===== src/design/htfd_pkg.sv =====
`timescale 1ns / 1ps

package htfd_pkg;

   // Field widths
   localparam int BYTE_W    = 8;
   localparam int WORD_W    = 16;
   localparam int READING_W = 15;
   localparam int STATUS_W  = 2;
   localparam int REQ_DATA_W = 24;   // raw_high, raw_low, check_byte
   localparam int RSP_DATA_W = 24;   // reading, status, zero fill

   // Measurement kinds
   localparam logic KIND_TEMP = 1'b0;
   localparam logic KIND_HUM  = 1'b1;

   // Result status codes
   typedef enum logic [STATUS_W-1:0] {
      STATUS_OK       = 2'd0,
      STATUS_CRC_BAD  = 2'd1,
      STATUS_KIND_BAD = 2'd2
   } status_type;

   // Check results handed from the CRC/flag checker to the converter
   typedef struct packed {
      logic crc_bad;
      logic kind_bad;
   } check_type;

   // Temperature: (-4685*2^14 + 4393*w + 2^13) / 2^14, truncated toward zero
   localparam int TEMP_SHIFT = 14;
   localparam int TEMP_SUM_W = 30;
   localparam int TEMP_PROD_W = 29;
   localparam logic [12:0] TEMP_GAIN = 13'd4393;
   localparam logic signed [TEMP_SUM_W-1:0] TEMP_BIAS =
      TEMP_SUM_W'(-4685 * 16384 + 8192);
   localparam logic signed [TEMP_SUM_W-1:0] TEMP_ROUND =
      TEMP_SUM_W'((1 << TEMP_SHIFT) - 1);

   // Humidity: floor((125*w + 2^14) / 2^15) - 12
   localparam int HUM_SHIFT = 15;
   localparam int HUM_PROD_W = 23;
   localparam logic [6:0] HUM_GAIN = 7'd125;
   localparam logic [HUM_PROD_W-1:0] HUM_BIAS = HUM_PROD_W'(16384);
   localparam logic signed [READING_W-1:0] HUM_OFFSET = READING_W'(12);

   // CRC-8 (x^8+x^5+x^4+1, init 0, MSB first) is linear in the data word:
   // entry i is the CRC of a word with only bit i set.
   localparam logic [BYTE_W-1:0] CRC_COL [WORD_W] = '{
      8'h31, 8'h62, 8'hC4, 8'hB9, 8'h43, 8'h86, 8'h3D, 8'h7A,
      8'hF4, 8'hD9, 8'h83, 8'h37, 8'h6E, 8'hDC, 8'h89, 8'h23
   };

   function automatic logic [BYTE_W-1:0] crc8_word(input logic [WORD_W-1:0] word);
      logic [BYTE_W-1:0] crc;
      crc = '0;
      for (int i = 0; i < WORD_W; i++) begin
         if (word[i]) begin
            crc = crc ^ CRC_COL[i];
         end
      end
      return crc;
   endfunction

endpackage


===== src/design/htfd_check.sv =====
`timescale 1ns / 1ps

module htfd_check (
   input  logic                        kind,
   input  logic [htfd_pkg::BYTE_W-1:0] raw_high,
   input  logic [htfd_pkg::BYTE_W-1:0] raw_low,
   input  logic [htfd_pkg::BYTE_W-1:0] check_byte,
   output htfd_pkg::check_type         check
);
   import htfd_pkg::*;

   logic [BYTE_W-1:0] crc;

   // CRC over high byte then low byte
   assign crc = crc8_word({raw_high, raw_low});

   // Bit 1 of the low byte must agree with the measurement kind
   assign check.crc_bad  = (crc != check_byte);
   assign check.kind_bad = (raw_low[1] != kind);

endmodule


===== src/design/htfd_convert.sv =====
`timescale 1ns / 1ps

module htfd_convert (
   input  logic                                  kind,
   input  logic [htfd_pkg::BYTE_W-1:0]           raw_high,
   input  logic [htfd_pkg::BYTE_W-1:0]           raw_low,
   input  htfd_pkg::check_type                   check,
   output logic signed [htfd_pkg::READING_W-1:0] reading,
   output htfd_pkg::status_type                  status
);
   import htfd_pkg::*;

   logic [WORD_W-1:0]                word;
   logic [TEMP_PROD_W-1:0]           temp_prod;
   logic signed [TEMP_SUM_W-1:0]     temp_sum;
   logic signed [TEMP_SUM_W-1:0]     temp_adj;
   logic signed [READING_W-1:0]      temp_val;
   logic [HUM_PROD_W-1:0]            hum_sum;
   logic signed [READING_W-1:0]      hum_val;

   // Raw word with the two status bits cleared
   assign word = {raw_high, raw_low[BYTE_W-1:2], 2'b00};

   // Temperature: signed sum, bias toward zero before the arithmetic shift
   assign temp_prod = TEMP_PROD_W'(word) * TEMP_PROD_W'(TEMP_GAIN);
   assign temp_sum  = $signed({1'b0, temp_prod}) + TEMP_BIAS;
   assign temp_adj  = temp_sum[TEMP_SUM_W-1] ? (temp_sum + TEMP_ROUND) : temp_sum;
   assign temp_val  = temp_adj[TEMP_SHIFT +: READING_W];

   // Humidity: unsigned sum, plain floor shift
   assign hum_sum = HUM_PROD_W'(word) * HUM_PROD_W'(HUM_GAIN) + HUM_BIAS;
   assign hum_val = $signed(READING_W'(hum_sum[HUM_PROD_W-1:HUM_SHIFT])) - HUM_OFFSET;

   // CRC error wins over the kind flag error; errors read as zero
   always_comb begin
      priority if (check.crc_bad) begin
         status  = STATUS_CRC_BAD;
         reading = '0;
      end else if (check.kind_bad) begin
         status  = STATUS_KIND_BAD;
         reading = '0;
      end else begin
         status  = STATUS_OK;
         reading = (kind == KIND_HUM) ? hum_val : temp_val;
      end
   end

endmodule


===== src/design/humidity_temp_frame_decode.sv =====
`timescale 1ns / 1ps
// Path: a req item is held in the input register, then in the result register,
//    before it shows as a valid rsp item.
// Throughput: one item per cycle while rsp is taken; when it is not, the result
//    register holds and the input register still fills if empty, then holds too.
// Reset: synchronous, active high; clears both stage valid flags, no data reset.

module humidity_temp_frame_decode (
   input  logic                                clock,
   input  logic                                reset,
   // req_tdata: raw_high [7:0], raw_low [15:8], check_byte [23:16]
   input  logic [htfd_pkg::REQ_DATA_W-1:0]     req_tdata,
   // req_tuser: req_type [0]
   input  logic                                req_tuser,
   input  logic                                req_tvalid,
   output logic                                req_tready,
   // rsp_tdata: reading [14:0], status [16:15], zero [23:17]
   output logic [htfd_pkg::RSP_DATA_W-1:0]     rsp_tdata,
   output logic                                rsp_tvalid,
   input  logic                                rsp_tready
);
   import htfd_pkg::*;

   logic                          s1_valid_ff, s1_valid_in;
   logic                          s1_kind_ff;
   logic [BYTE_W-1:0]             s1_high_ff, s1_low_ff, s1_check_ff;
   logic                          out_valid_ff, out_valid_in;
   logic signed [READING_W-1:0]   out_reading_ff;
   status_type                    out_status_ff;

   logic                          s1_ready;
   logic                          out_ready;
   logic                          s1_load;
   logic                          out_load;
   check_type                     check;
   logic signed [READING_W-1:0]   reading;
   status_type                    status;

   // Stage handshakes
   assign out_ready = !out_valid_ff || rsp_tready;
   assign s1_ready  = !s1_valid_ff || out_ready;
   assign s1_load   = req_tvalid && s1_ready;
   assign out_load  = s1_valid_ff && out_ready;

   assign s1_valid_in  = s1_load || (s1_valid_ff && !out_ready);
   assign out_valid_in = out_load || (out_valid_ff && !rsp_tready);

   // Valid flags
   always_ff @(posedge clock) begin
      if (reset) begin
         s1_valid_ff  <= 1'b0;
         out_valid_ff <= 1'b0;
      end else begin
         s1_valid_ff  <= s1_valid_in;
         out_valid_ff <= out_valid_in;
      end
   end

   // Input register
   always_ff @(posedge clock) begin
      if (s1_load) begin
         s1_kind_ff  <= req_tuser;
         s1_high_ff  <= req_tdata[BYTE_W-1:0];
         s1_low_ff   <= req_tdata[2*BYTE_W-1:BYTE_W];
         s1_check_ff <= req_tdata[3*BYTE_W-1:2*BYTE_W];
      end
   end

   htfd_check u_check (
      .kind       (s1_kind_ff),
      .raw_high   (s1_high_ff),
      .raw_low    (s1_low_ff),
      .check_byte (s1_check_ff),
      .check      (check)
   );

   htfd_convert u_convert (
      .kind     (s1_kind_ff),
      .raw_high (s1_high_ff),
      .raw_low  (s1_low_ff),
      .check    (check),
      .reading  (reading),
      .status   (status)
   );

   // Result register
   always_ff @(posedge clock) begin
      if (out_load) begin
         out_reading_ff <= reading;
         out_status_ff  <= status;
      end
   end

   assign req_tready = s1_ready;
   assign rsp_tvalid = out_valid_ff;
   assign rsp_tdata  = {(RSP_DATA_W - READING_W - STATUS_W)'(0), out_status_ff,
                        out_reading_ff};

endmodule


===== config.mk =====
export PLATFORM = sky130hd
export DESIGN_NAME = humidity_temp_frame_decode
export DESIGN_NICKNAME = d
export VERILOG_FILES = /design/src/design/htfd_pkg.sv /design/src/design/htfd_check.sv /design/src/design/htfd_convert.sv /design/src/design/humidity_temp_frame_decode.sv
export SDC_FILE = /design/constraint.sdc
export NUM_CORES = 1
export LEC_CHECK = 0
export BUFFER_PORTS_ARGS = -buffer_cell sky130_fd_sc_hd__buf_2
export CORE_ASPECT_RATIO = 1.1
export CORE_MARGIN = 4
export CORE_UTILIZATION = 40
export CTS_CLUSTER_DIAMETER = 40
export DETAILED_ROUTE_END_ITERATION = 16
export RECOVER_POWER = 100
export SETUP_SLACK_MARGIN = 0.05
export SYNTH_ARGS = -nofsm -noshare
export SYNTH_HDL_FRONTEND = slang
export SYNTH_SLANG_ARGS = --single-unit

===== constraint.sdc =====
create_clock -name clock -period 16 [get_ports clock]
set_clock_uncertainty 0.1 [all_clocks]
set_input_delay 1.6 -clock clock [delete_from_list [all_inputs] [get_ports clock]]
set_output_delay 1.6 -clock clock [all_outputs]
set_load 0.005 [all_outputs]

==> results.toml <==
[status]
outcome = "finished with violations"
failed_checks = "max-capacitance violations, max-slew violations"

[final_layout]
final_nets = 1089
diodes = 0
area_growth_pct = 7.24
fin_cells = 1111
final_layout_size_suffix_gt1_share_pct = 10.0
final_core_util_pct = 43.7
fill_cells = 1962

[logic_synthesis]
ys_types = 96
synth_common_cells = "ha_1, inv_1, fa_1"
ys.warnings.count = 0
ys_seq_elements = 44
synth_edf_count = 42
synth_top_area_share_pct = 20.4
netlist_top_cells_area = "ha_1, fa_1, edfxtp_1"
syn-cell-area_sq_um = 8090
yosysTopAreaCell = "ha_1"
avgSynthCellArea_sq_um = 9.94
async_flop_share_pct = 0
yosysSeqAreaShare_pct = 16.1
yosysMostFrequentCell = "ha_1"
synthCells = 814
synth_top_flop_cell = "edfxtp_1"

[sta]
fin_crit_sh_pct = 48.1
final_hold_viol_count = 0
max_freq_mhz = 130
max_slew_margin_pct = -4.95
setup_violations = 0
slew_viol_final = 26
rsz0062_at_grt = "no"
setup_tns_ns = 0
tightest_slew_ns = 1.57
period_minus_slack_ns = 7.69

[worst_setup_path]
cp_common_cell = "fa_1"
cp_data_arrival_time_ns = 7.62
crit_fanout = 13
cp_slowest_stage_delay_ns = 0.88
critPathKind = "register to register"
path_buf_inv = 0
cp-start-kind = "register"
crit_path_start = "s1_high_ff[1]$_DFFE_PP_"
endpoint_kind = "register"
crit_required_ns = 15.92
timing.rr.start = "s1_high_ff[1]$_DFFE_PP_"
path_cells = "fa_1, fa_1, fa_1, fa_1, ha_1, and4_4, a21boi_2, or3_1, xor2_1, ha_1, nor3b_1, a221oi_1, nand3_1, nand3_1, or4_1, o311ai_0, xnor3_1, o21ba_1, a21boi_0"
cp_top_family = "adder cells"
crit_slowest_cell = "edfxtp_1"

[clocking]
cts_inserted_buffers = 5
insertion_delay_ns = 0.29
root_buffer = "clkbuf_16"
path_clk_slew_ns = 0.07
post_cts_buffers = 0
cts_buffer_depth = 2
cts-htree-levels = 2
cts_resized = 0
tritoncts = "done"
clock-sinks = 44
hold_buffers = 0

[placement]
gp_congestion = 0.839
hpwlAfterDp_microns = 15500
io_buffers = 47
dpl.cell_count = 1103

[detailed_routing]
drc = 0
firstDrtPassIters = 5
drtAntennaViolNets = 0
vias = 6036
drt_iter0_drc = 258
viasPerCell = 5.43
routed_wl_microns = 18800
wire_per_inst_microns = 16.9

[global_route]
grt_use_total_pct = 17.3
grt_pass1_vias = 6202
grt_overflow = 0
grt_start_max_net_pins = 26
antenna_found_initial = 0
grt_pass1_wl_microns = 31700

[floorplanning]
row_count = 54
core_sq_um = 19900
initial_utilization_pct = 40.7
die_area_sq_um = 22600
io_pins = 55
die_width_microns = 144
dieHeight_microns = 157

[job]
drv_cap = 1

[min_path]
min_from = "s1_valid_ff$_SDFF_PP0_"
hold_path_class = "register to register"
==> stage by stage <==
stage | setup slack, ns | cell area, sq um | hold slack [ns]
CTS | 8.58 | 8750 | 0.421
global placement | 8.71 | 8570 | 0.402
floorplan | 9.33 | 8110 | 0.378
global route | 7.73 | 8670 | 0.498
finish | 8.31 | 8670 | 0.420
detailed placement | 8.62 | 8570 | 0.417
==> registers in the layout (all words and copies together), names as in the netlist <==
| name | flops |
|---|---|
| out_reading_ff | 15 |
| s1_check_ff | 8 |
| s1_high_ff | 8 |
| s1_low_ff | 8 |
| out_status_ff | 2 |
| rsp_tvalid | 1 |
| s1_kind_ff | 1 |
| s1_valid_ff | 1 |
==> placed cells by master, fill, tap and decap left out, drive strengths merged, types with 5 or more instances in the layout <==
cell type and instances:
nor2 37, nand2 30, nand3 24, mux2i 10, nand2b 6, a21o 17
nor3 25, or2 7, o21a 7, nand4 8, a21boi 5, xor2 27
buf 31, nor2b 8, nor4 11, and2 8, inv 95, and3 8
or3 9, o21ai 25, xnor2 56, a211o 5, o211ai 5, a211oi 9
edfxtp 42, a21oi 32, conb 7, a221oi 5, clkbuf 26, ha 132
fa 70
==> worst paths after layout <==
check,endpoint,slack [ns],cells past startpoint
worst max-delay path,out_reading_ff[7]$_SDFFCE_PP0P_,8.31,19
worst min-delay path,rsp_tvalid$_SDFF_PP0_,0.42,2
worst max register to register,out_reading_ff[7]$_SDFFCE_PP0P_,8.31,19
worst min register to register,rsp_tvalid$_SDFF_PP0_,0.42,2
==> cells by family (layout without fill, tap and decap cells) <==
| group | count (synthesis) | after routing | share of synthesized area [%] |
|---|---|---|---|
| muxes | 10 | 10 | 1.24 |
| DFF | 44 | 44 | 16.1 |
| buffers and inverters | 114 | 153 | 5.89 |
| adders and majority gates | 202 | 202 | 37.7 |
| other | 1 | 7 | 0.0464 |
| AOI/OAI and AO/OA | 164 | 164 | 16.1 |
| and+or+nand+nor | 195 | 195 | 13.4 |
| xor gates and xnor gates | 84 | 84 | 9.45 |
==> metal layers <==
layer  vias to the layer above  GRT usage, %  routed length (microns)
li1                       3000             -                        -
met1                      2913          22.8                     8310
met2                       102          31.3                     9630
met3                        21         0.425                      351
met4                         0          4.66                      463
met5                         -             0                        0
==> layout make-up <==
cell class	instances	area (sq um)	share of cell area, %
clock buffer	5	125	1.44
clock inverter	3	50.0	0.577
inverter	93	349	4.02
multi-input combinational	662	6290	72.5
sequential	44	1300	15.0
tap	252	315	3.64
timing repair buffer	52	241	2.78
==> worst register-to-register path: stages, from the launching register on <==
cell	delay (ns)
edfxtp_1	0.88
fa_1	0.57
fa_1	0.57
fa_1	0.44
fa_1	0.47
ha_1	0.38
and4_4	0.24
a21boi_2	0.19
or3_1	0.43
xor2_1	0.20
ha_1	0.26
nor3b_1	0.30
a221oi_1	0.14
nand3_1	0.15
nand3_1	0.14
or4_1	0.59
o311ai_0	0.57
xnor3_1	0.52
o21ba_1	0.17
a21boi_0	0.11
Power is not shown: default switching activity piles up to over one toggle a cycle in this logic, so the estimate is an artifact.
